$ cat config.mk
export PLATFORM = sky130hd
export DESIGN_NAME = peer_choke_scheduler
export DESIGN_NICKNAME = d
export VERILOG_FILES = /design/src/pcs_pkg.sv /design/src/pcs_ram.sv /design/src/peer_choke_scheduler.sv
export SDC_FILE = /design/constraint.sdc
export NUM_CORES = 2
export LEC_CHECK = 0
export BUFFER_PORTS_ARGS = -buffer_cell sky130_fd_sc_hd__buf_4
export CAP_MARGIN = 20
export CORE_UTILIZATION = 58
export CTS_CLUSTER_SIZE = 20
export DETAILED_ROUTE_END_ITERATION = 10
export PLACE_DENSITY = 0.74
export SETUP_SLACK_MARGIN = 0.02
export SLEW_MARGIN = 10
export SYNTH_ARGS = -nofsm -noshare
export SYNTH_HDL_FRONTEND = slang
export SYNTH_SLANG_ARGS = --single-unit
$ cat constraint.sdc
create_clock -name clk -period 12.72 [get_ports clk]
set_input_delay 0 -clock clk [delete_from_list [all_inputs] [get_ports clk]]
set_output_delay 0 -clock clk [all_outputs]
set_load 0.01 [all_outputs]
$ cat src/pcs_pkg.sv
`timescale 1ns / 1ps
// ----------------------------------------------------------------------------
// pcs_pkg
// Shared types and constants for the peer choke scheduler.
// ----------------------------------------------------------------------------
package pcs_pkg;

    // input transaction actions
    localparam logic [1:0] ACT_UPDATE   = 2'd0;
    localparam logic [1:0] ACT_ROUND    = 2'd1;
    localparam logic [1:0] ACT_NEXT_OPT = 2'd2;

    // configuration register indexes
    localparam logic CFG_PEER_COUNT    = 1'b0;
    localparam logic CFG_UNCHOKE_SLOTS = 1'b1;

    // configuration reset values
    localparam logic [5:0] PEER_COUNT_RST    = 6'd1;
    localparam logic [5:0] UNCHOKE_SLOTS_RST = 6'd4;

    localparam int RATE_W = 32;

    typedef enum logic [2:0] {
        ST_IDLE,
        ST_OPT,
        ST_SCAN,
        ST_PICK,
        ST_SUMMARY
    } state_t;

endpackage

$ cat src/pcs_ram.sv
`timescale 1ns / 1ps
// ----------------------------------------------------------------------------
// pcs_ram
// Generic single write port, single read port RAM with registered read.
// ----------------------------------------------------------------------------
module pcs_ram #(
    parameter int WIDTH = 64,
    parameter int DEPTH = 32
) (
    input  logic                     clk,
    input  logic                     we,
    input  logic [$clog2(DEPTH)-1:0] waddr,
    input  logic [WIDTH-1:0]         wdata,
    input  logic [$clog2(DEPTH)-1:0] raddr,
    output logic [WIDTH-1:0]         rdata
);

    logic [WIDTH-1:0] mem [DEPTH];
    logic [WIDTH-1:0] rdata_reg;

    always_ff @(posedge clk)
    begin
        if (we)
        begin
            mem[waddr] <= wdata;
        end
        rdata_reg <= mem[raddr];
    end

    assign rdata = rdata_reg;

endmodule

$ cat src/peer_choke_scheduler.sv
`timescale 1ns / 1ps
// ----------------------------------------------------------------------------
// peer_choke_scheduler
// Tit-for-tat choke scheduler over a table of peers. Rates live in a RAM;
// a round ranks peers by repeated max-selection scans through one comparator.
// ----------------------------------------------------------------------------
// Update transaction: busy stays low, ready again next cycle.
// Round transaction: n = peers in use, r = n or n-1 ranked peers (n-1 with a
// live optimistic peer). Each rank position needs a scan of the n peers in use
// through the single read port of the rate RAM and one comparator.
// Results come out as they are found, summary last; no stalling. Busy holds off new commands.
// Reset: all peers choked, none interested, no optimistic peer, rates undefined.
// ----------------------------------------------------------------------------
module peer_choke_scheduler #(
    parameter int MAX_PEERS = 32
) (
    input  logic       clk,
    input  logic       rst_n,
    // command channel
    input  logic       start,
    output logic       busy,
    input  logic [1:0] action,
    input  logic [4:0] peer_index,
    input  logic [31:0] rate_down,
    input  logic [31:0] rate_up,
    input  logic       wants,
    input  logic       fresh,
    input  logic       seeding,
    input  logic       explicit_pick,
    // configuration
    input  logic       cfg_wr,
    input  logic       cfg_addr,
    input  logic [5:0] cfg_data,
    // results
    output logic       result_valid,
    output logic       change_valid,
    output logic [4:0] peer_index_res,
    output logic       unchoke,
    output logic [5:0] slots_used,
    output logic [4:0] optimistic_index,
    output logic       optimistic_valid,
    output logic       last
);

    localparam int DEPTH = (MAX_PEERS < 32) ? MAX_PEERS : 32;
    localparam int AW    = $clog2(DEPTH);
    localparam int CW    = $clog2(DEPTH + 1);
    localparam int RW    = pcs_pkg::RATE_W;

    pcs_pkg::state_t state_reg, state_next;

    logic [5:0]       peer_count_reg, peer_count_next;
    logic [5:0]       slots_cfg_reg, slots_cfg_next;
    logic [4:0]       opt_peer_reg, opt_peer_next;
    logic             opt_set_reg, opt_set_next;
    logic             seeding_reg, seeding_next;
    logic [DEPTH-1:0] choked_reg, choked_next;
    logic [DEPTH-1:0] interested_reg, interested_next;
    logic [DEPTH-1:0] ranked_reg, ranked_next;
    logic [CW-1:0]    rank_left_reg, rank_left_next;
    logic [5:0]       slots_reg, slots_next;
    logic [CW-1:0]    scan_addr_reg, scan_addr_next;
    logic             cmp_vld_reg, cmp_vld_next;
    logic [AW-1:0]    cmp_idx_reg, cmp_idx_next;
    logic [RW-1:0]    best_rate_reg, best_rate_next;
    logic [AW-1:0]    best_idx_reg, best_idx_next;
    logic             best_found_reg, best_found_next;

    logic       res_valid_reg, res_valid_next;
    logic       res_change_reg, res_change_next;
    logic [4:0] res_peer_reg, res_peer_next;
    logic       res_unchoke_reg, res_unchoke_next;
    logic [5:0] res_slots_reg, res_slots_next;
    logic [4:0] res_opt_reg, res_opt_next;
    logic       res_opt_vld_reg, res_opt_vld_next;
    logic       res_last_reg, res_last_next;

    logic            ram_we;
    logic [AW-1:0]   ram_waddr;
    logic [2*RW-1:0] ram_wdata;
    logic [AW-1:0]   ram_raddr;
    logic [2*RW-1:0] ram_rdata;

    logic [5:0]    n_eff;
    logic          opt_live;
    logic [AW-1:0] opt_addr;
    logic          accept;
    logic          issuing;
    logic [RW-1:0] rd_rate;
    logic [5:0]    opt_inc;

    pcs_ram #(
        .WIDTH (2 * RW),
        .DEPTH (DEPTH)
    ) u_rate_ram (
        .clk   (clk),
        .we    (ram_we),
        .waddr (ram_waddr),
        .wdata (ram_wdata),
        .raddr (ram_raddr),
        .rdata (ram_rdata)
    );

    always_comb
    begin
        if (peer_count_reg == 6'd0)
        begin
            n_eff = 6'd1;
        end
        else if (peer_count_reg > 6'(DEPTH))
        begin
            n_eff = 6'(DEPTH);
        end
        else
        begin
            n_eff = peer_count_reg;
        end
    end

    assign busy      = (state_reg != pcs_pkg::ST_IDLE);
    assign accept    = start && !busy;
    assign opt_live  = opt_set_reg && ({1'b0, opt_peer_reg} < n_eff);
    assign opt_addr  = opt_peer_reg[AW-1:0];
    assign opt_inc   = {1'b0, opt_peer_reg} + 6'd1;
    assign issuing   = (6'(scan_addr_reg) < n_eff);
    assign rd_rate   = seeding_reg ? ram_rdata[2*RW-1:RW] : ram_rdata[RW-1:0];

    assign ram_we    = accept && (action == pcs_pkg::ACT_UPDATE)
                       && ({1'b0, peer_index} < 6'(DEPTH));
    assign ram_waddr = peer_index[AW-1:0];
    assign ram_wdata = {rate_up, rate_down};
    assign ram_raddr = scan_addr_reg[AW-1:0];

    always_comb
    begin
        state_next       = state_reg;
        peer_count_next  = peer_count_reg;
        slots_cfg_next   = slots_cfg_reg;
        opt_peer_next    = opt_peer_reg;
        opt_set_next     = opt_set_reg;
        seeding_next     = seeding_reg;
        choked_next      = choked_reg;
        interested_next  = interested_reg;
        ranked_next      = ranked_reg;
        rank_left_next   = rank_left_reg;
        slots_next       = slots_reg;
        scan_addr_next   = scan_addr_reg;
        cmp_vld_next     = 1'b0;
        cmp_idx_next     = cmp_idx_reg;
        best_rate_next   = best_rate_reg;
        best_idx_next    = best_idx_reg;
        best_found_next  = best_found_reg;
        res_valid_next   = 1'b0;
        res_change_next  = res_change_reg;
        res_peer_next    = res_peer_reg;
        res_unchoke_next = res_unchoke_reg;
        res_slots_next   = res_slots_reg;
        res_opt_next     = res_opt_reg;
        res_opt_vld_next = res_opt_vld_reg;
        res_last_next    = res_last_reg;

        if (cfg_wr)
        begin
            case (cfg_addr)
                pcs_pkg::CFG_PEER_COUNT:    peer_count_next = cfg_data;
                pcs_pkg::CFG_UNCHOKE_SLOTS: slots_cfg_next  = cfg_data;
                default:                    ;
            endcase
        end

        case (state_reg)
            pcs_pkg::ST_IDLE:
            begin
                if (accept)
                begin
                    seeding_next = seeding;
                    case (action)
                        pcs_pkg::ACT_UPDATE:
                        begin
                            if ({1'b0, peer_index} < 6'(DEPTH))
                            begin
                                interested_next[peer_index[AW-1:0]] = wants;
                                if (fresh)
                                begin
                                    choked_next[peer_index[AW-1:0]] = 1'b1;
                                end
                            end
                        end
                        pcs_pkg::ACT_ROUND:
                        begin
                            state_next = pcs_pkg::ST_OPT;
                        end
                        pcs_pkg::ACT_NEXT_OPT:
                        begin
                            if (explicit_pick)
                            begin
                                opt_peer_next = peer_index;
                            end
                            else if (!opt_set_reg)
                            begin
                                opt_peer_next = 5'd0;
                            end
                            else if (opt_inc >= n_eff)
                            begin
                                opt_peer_next = 5'd0;
                            end
                            else
                            begin
                                opt_peer_next = opt_inc[4:0];
                            end
                            opt_set_next = 1'b1;
                            state_next   = pcs_pkg::ST_OPT;
                        end
                        default: ;
                    endcase
                end
            end

            pcs_pkg::ST_OPT:
            begin
                ranked_next    = '0;
                slots_next     = 6'd0;
                rank_left_next = CW'(n_eff - {5'd0, opt_live});
                scan_addr_next = '0;
                best_found_next = 1'b0;
                if (opt_live)
                begin
                    ranked_next[opt_addr] = 1'b1;
                    slots_next = {5'd0, interested_reg[opt_addr]};
                    if (choked_reg[opt_addr])
                    begin
                        choked_next[opt_addr] = 1'b0;
                        res_valid_next   = 1'b1;
                        res_change_next  = 1'b1;
                        res_peer_next    = opt_peer_reg;
                        res_unchoke_next = 1'b1;
                        res_slots_next   = 6'd0;
                        res_opt_next     = 5'd0;
                        res_opt_vld_next = 1'b0;
                        res_last_next    = 1'b0;
                    end
                end
                if (n_eff == {5'd0, opt_live})
                begin
                    state_next = pcs_pkg::ST_SUMMARY;
                end
                else
                begin
                    state_next = pcs_pkg::ST_SCAN;
                end
            end

            pcs_pkg::ST_SCAN:
            begin
                // issue one read per cycle, compare the data from the cycle before
                if (issuing)
                begin
                    cmp_vld_next   = 1'b1;
                    cmp_idx_next   = scan_addr_reg[AW-1:0];
                    scan_addr_next = scan_addr_reg + CW'(1);
                end
                // strict greater keeps the lower index on equal rates
                if (cmp_vld_reg && !ranked_reg[cmp_idx_reg]
                    && (!best_found_reg || (rd_rate > best_rate_reg)))
                begin
                    best_found_next = 1'b1;
                    best_rate_next  = rd_rate;
                    best_idx_next   = cmp_idx_reg;
                end
                if (!issuing && !cmp_vld_reg)
                begin
                    state_next = pcs_pkg::ST_PICK;
                end
            end

            pcs_pkg::ST_PICK:
            begin
                ranked_next[best_idx_reg] = 1'b1;
                rank_left_next = rank_left_reg - CW'(1);
                res_peer_next    = 5'(best_idx_reg);
                res_change_next  = 1'b1;
                res_slots_next   = 6'd0;
                res_opt_next     = 5'd0;
                res_opt_vld_next = 1'b0;
                res_last_next    = 1'b0;
                if (slots_reg < slots_cfg_reg)
                begin
                    if (interested_reg[best_idx_reg])
                    begin
                        slots_next = slots_reg + 6'd1;
                    end
                    if (choked_reg[best_idx_reg])
                    begin
                        choked_next[best_idx_reg] = 1'b0;
                        res_valid_next   = 1'b1;
                        res_unchoke_next = 1'b1;
                    end
                end
                else if (!choked_reg[best_idx_reg])
                begin
                    choked_next[best_idx_reg] = 1'b1;
                    res_valid_next   = 1'b1;
                    res_unchoke_next = 1'b0;
                end
                scan_addr_next  = '0;
                best_found_next = 1'b0;
                if (rank_left_reg == CW'(1))
                begin
                    state_next = pcs_pkg::ST_SUMMARY;
                end
                else
                begin
                    state_next = pcs_pkg::ST_SCAN;
                end
            end

            pcs_pkg::ST_SUMMARY:
            begin
                res_valid_next   = 1'b1;
                res_change_next  = 1'b0;
                res_peer_next    = 5'd0;
                res_unchoke_next = 1'b0;
                res_slots_next   = slots_reg;
                res_opt_next     = opt_peer_reg;
                res_opt_vld_next = opt_set_reg;
                res_last_next    = 1'b1;
                state_next       = pcs_pkg::ST_IDLE;
            end

            default:
            begin
                state_next = pcs_pkg::ST_IDLE;
            end
        endcase
    end

    always_ff @(posedge clk or negedge rst_n)
    begin
        if (!rst_n)
        begin
            state_reg      <= pcs_pkg::ST_IDLE;
            peer_count_reg <= pcs_pkg::PEER_COUNT_RST;
            slots_cfg_reg  <= pcs_pkg::UNCHOKE_SLOTS_RST;
            opt_peer_reg   <= 5'd0;
            opt_set_reg    <= 1'b0;
            choked_reg     <= '1;
            interested_reg <= '0;
            cmp_vld_reg    <= 1'b0;
            res_valid_reg  <= 1'b0;
        end
        else
        begin
            state_reg      <= state_next;
            peer_count_reg <= peer_count_next;
            slots_cfg_reg  <= slots_cfg_next;
            opt_peer_reg   <= opt_peer_next;
            opt_set_reg    <= opt_set_next;
            choked_reg     <= choked_next;
            interested_reg <= interested_next;
            cmp_vld_reg    <= cmp_vld_next;
            res_valid_reg  <= res_valid_next;
        end
    end

    always_ff @(posedge clk)
    begin
        seeding_reg     <= seeding_next;
        ranked_reg      <= ranked_next;
        rank_left_reg   <= rank_left_next;
        slots_reg       <= slots_next;
        scan_addr_reg   <= scan_addr_next;
        cmp_idx_reg     <= cmp_idx_next;
        best_rate_reg   <= best_rate_next;
        best_idx_reg    <= best_idx_next;
        best_found_reg  <= best_found_next;
        res_change_reg  <= res_change_next;
        res_peer_reg    <= res_peer_next;
        res_unchoke_reg <= res_unchoke_next;
        res_slots_reg   <= res_slots_next;
        res_opt_reg     <= res_opt_next;
        res_opt_vld_reg <= res_opt_vld_next;
        res_last_reg    <= res_last_next;
    end

    assign result_valid     = res_valid_reg;
    assign change_valid     = res_change_reg;
    assign peer_index_res   = res_peer_reg;
    assign unchoke          = res_unchoke_reg;
    assign slots_used       = res_slots_reg;
    assign optimistic_index = res_opt_reg;
    assign optimistic_valid = res_opt_vld_reg;
    assign last             = res_last_reg;

    // a picked peer must be a fresh winner of the scan
    a_pick_unranked: assert property (@(posedge clk) disable iff (!rst_n)
        (state_reg == pcs_pkg::ST_PICK) |-> (best_found_reg && !ranked_reg[best_idx_reg]))
        else $error("pick without a valid unranked winner");

    a_scan_has_work: assert property (@(posedge clk) disable iff (!rst_n)
        (state_reg == pcs_pkg::ST_SCAN) |-> (rank_left_reg != '0))
        else $error("scan with no rank positions left");

    a_round_starts: assert property (@(posedge clk) disable iff (!rst_n)
        (start && !busy && (action == pcs_pkg::ACT_ROUND
                            || action == pcs_pkg::ACT_NEXT_OPT)) |=> busy)
        else $error("round transaction did not start");

    a_change_source: assert property (@(posedge clk) disable iff (!rst_n)
        (result_valid && change_valid) |->
            ($past(state_reg) == pcs_pkg::ST_OPT || $past(state_reg) == pcs_pkg::ST_PICK))
        else $error("choke change from an unexpected state");

endmodule

==> results summary <==
The run finished with clean final reports. The worst setup path is launched from a register. The cell depth of the worst flop-to-flop path came out at 6. The proportion of synthesized flip-flops having asynchronous set or reset came out at around 3.8%. By count the netlist is led by edfxtp_1 (2,162), mux4_2 (672), mux2_2 (130), nor2_1 (123). The reg-to-reg startpoint is state_reg[1]. The data arrival time of the worst path is 5.29 ns.

Across all register-to-register paths, the minimum setup slack is 7.88 ns. The number of clock buffers inserted by TritonCTS is 220. In the final routed layout, each cell accounts on average for 33.5 um. Setup violations remaining at the end of the flow were counted as 0. For this run, the post-layout net count is 4,646. The max-cap violation count is 0.

The area added between synthesis and finish came out at 13.1%. The number of instances in the synthesized netlist is 4,176. The core box area is 156,000 sq um. The shortest period the worst path allows came out at 4.84 ns.

The average vias per placed instance is 6.82. In this run the worst hold path is classified as in2reg. In the final timing run, aggregate negative setup slack is 0 ns. The startpoint identified for the worst hold timing path is rate_up[3]. Of the post-synthesis cell area, the dominant cell type holds between 70 and 80%. The initial antenna violation count is 14. In the post-synthesis netlist, the biggest area contributors are edfxtp_1 (71%), mux4_2 (17%), mux2_2 (1.6%), dfrtp_1 (1.5%), dfxtp_1 (1.4%). Headroom to the max-slew limit came out at between 10% and 20%. The final antenna-violating net count came out at 0. Setup repair after global routing left no endpoint under its margin.

In this run the horizontal extent of the chip is 399 um. The detailed-routing iteration count for the pre-antenna-repair pass is 6. The DRC violation count after routing came out at 0. After detailed placement, the design holds a cell count of 6,221. Across the VDD grid, the largest voltage drop is approximately 0.26 mV. The layout has 9,653 filler cells.

At the pin with the least slew margin, the transition time is 1.23 ns. The die outline area came out at 159,000 sq um. The violation count after the first detailed-routing iteration came out at 6,441.

The most common cell in the synthesized netlist is edfxtp_1. The endpoint of the worst hold path is u_rate_ram.mem[22][35]. In this run, post-CTS repair resized a total of 0 instances. Entering global routing, the biggest net connects 140 pins. Global routing finished with a remaining overflow of 0. The netlist uses 63 different library cells. From bottom edge to top edge, the die measures about 400 um. The clock latency at the later pin of the worst-skew pair came out at 0.86 ns. The worst hold path depth came out at 2. about 110 I/O pins were placed. The count of input and output buffers came out at 107. The share of cell area taken by muxes after synthesis is between 10% and 20%. The total nets after synthesis is 4,329. The main flop type after synthesis is edfxtp_1.

The number of non-filler instances in the completed layout is 6,755. The final hold violation count is 0. The initial cell density of the core is 58.5%. The maximum level of the CTS H-tree came out at 4.

The final design utilization is 66.1%. The total power after layout is 21.6 mW. The fraction of the mapped netlist area in simple logic gates is 1.79%. The placed wire-length estimate came out at approximately 110,000 um. Sequential elements use 74.9% of the synthesized area. The cell leakage power came out at 33.2 nW. The maximum root-to-sink buffer count is 3. The post-synthesis instance area is 91,300 sq um. The largest total area in the synthesized netlist belongs to edfxtp_1. The number of global-route vias before repair came out at 45,832. For this block, the via count after detailed routing is about 46,000. Across every metal layer, demand over resource in global routing totals 28.9%.

The number of warnings reported in the yosys synthesis log is 0. The number of hold buffers added after CTS was 107. Clock-pin slew was measured on the worst setup and hold paths at about 0.06 ns. The fmax is 207 MHz. The register bit total from synthesis came out at 2,313. Summing the areas of all xor and xnor instances in the mapped netlist gives 0.173% of the synthesized area.

The number of flip-flops in the largest register came out at 2,048. The area share of fa/ha/maj cells after synthesis is less than 1%. By area, the combinational part of the netlist is dominated by multiplexers. The worst setup path is of the reg2reg kind. The cell sitting at the root of the clock tree is a clkbuf_16.

Once the clock tree was built, the setup fixing pass inserted 0 buffers. In this run the critical register-to-register path is captured at u_rate_ram.mem[7][17]. The clock skew after layout came out at 0.0541 ns. The average footprint of a synthesized cell came out at 21.9 sq um. In this run, synthesis inferred around 2,200 flip-flops with an integrated enable.

The largest fanout on the critical path is 37. The required time of the worst setup path came out at 13.17 ns. The total power density per cell area came out at approximately 210 nW/um^2.

The congestion estimate from routability-driven global placement came to 0.863. Of the cells placed in the final design, the portion with a size suffix greater than 1 is 30.5%. The wire length after detailed routing is 226,000 um. The nature of the critical path endpoint is a register.

Summing the areas of all compound-gate instances in the mapped netlist gives 1.96% of the synthesized area. The period utilization came out at 38.1%. The clock tree from TritonCTS is yes. The wire length of the first global-routing pass came out at 325,000 um. The max-slew violation total from the final report came to 0. Row generation in the floorplan step produced 145 rows. The number of clock sinks is 2,313.
## cell families after synthesis
| logic type | after synthesis |
|---|---|
| fa+ha+maj | 67 |
| simple gates | 358 |
| buf+inv | 292 |
| flops | 2313 |
| mux | 862 |
| xor+xnor | 18 |
| compound gates | 266 |
## worst max-delay path: stages, from the launching register on
cell and delay [ns]:
dfrtp_1 0.55, nor3_1 0.80, and3_1 0.32, nand3_1 0.64
nor2_4 0.84, buf_4 0.44, buf_4 0.75
## area by class of cell
type / instances / area (sq um) / share of cell area, %
flip-flops and latches: 2313 / 68400 / 66.2
multi-input cells: 1571 / 21900 / 21.2
clock buffers: 321 / 6250 / 6.05
repair buffers: 326 / 2800 / 2.71
well taps: 2058 / 2570 / 2.49
clock inverters: 96 / 1090 / 1.05
inverters: 61 / 229 / 0.222
diodes: 9 / 22.5 / 0.0218
## power breakdown
group          total (mW)  internal, mW  switching (mW)  leakage (nW)
logic                5.80          2.90            2.89          8.62
registers            9.17          8.75           0.416          21.1
clock network        6.62          3.80            2.82          3.56
## worst max-delay path by stage
stage	slack (ns)	startpoint	cells past startpoint	endpoint
2_1_floorplan	7.40	seeding_reg	10	best_idx_reg[0]
3_3_place_gp	8.13	state_reg[1]	6	u_rate_ram.mem[7][27]
3_5_place_dp	8.07	state_reg[1]	6	u_rate_ram.mem[7][25]
4_1_cts	8.00	state_reg[1]	6	u_rate_ram.mem[7][17]
5_1_grt	7.86	state_reg[1]	6	u_rate_ram.mem[7][17]
6_report	7.88	state_reg[1]	6	u_rate_ram.mem[7][17]
## per-stage QoR
step | setup slack [ns] | hold WS, ns | area, sq um
detailed placement | 8.07 | 0.00326 | 94900
finish | 7.88 | 0.0953 | 103000
global placement | 8.13 | -0.00130 | 94900
global route | 7.86 | 0.0912 | 103000
floorplan | 7.40 | -0.296 | 91300
CTS | 8.00 | 0.0407 | 103000
## placed cells by master, fill, tap and decap left out, types with 10 or more instances in the layout
master / n
a21oi_1: 87
a22oi_1: 11
a311oi_1: 32
a31oi_1: 11
and3_1: 18
buf_4: 213
bufinv_16: 19
clkbuf_1: 69
clkbuf_16: 224
clkbuf_8: 28
clkinv_1: 23
clkinv_2: 32
clkinvlp_4: 12
dfrtp_1: 53
dfstp_2: 34
dfxtp_1: 64
dlygate4sd3_1: 106
edfxtp_1: 2162
ha_1: 67
inv_1: 58
mux2_1: 40
mux2_2: 130
mux2i_1: 20
mux4_2: 672
nand2_1: 115
nand3_1: 22
nand4_1: 10
nor2_1: 90
nor2_4: 33
nor3_1: 12
o21ai_0: 21
o22ai_1: 26
o31ai_1: 34
## layer usage
metal | vias up | track usage (%) | part of all wire (%)
li1 | 18219 | - | -
met1 | 24409 | 41.3 | 38
met2 | 3017 | 46.4 | 49
met3 | 434 | 5.29 | 10
met4 | 16 | 8.07 | 2.8
met5 | - | 0 | 0.048
Note: power is estimated with default switching activity, not from simulation.
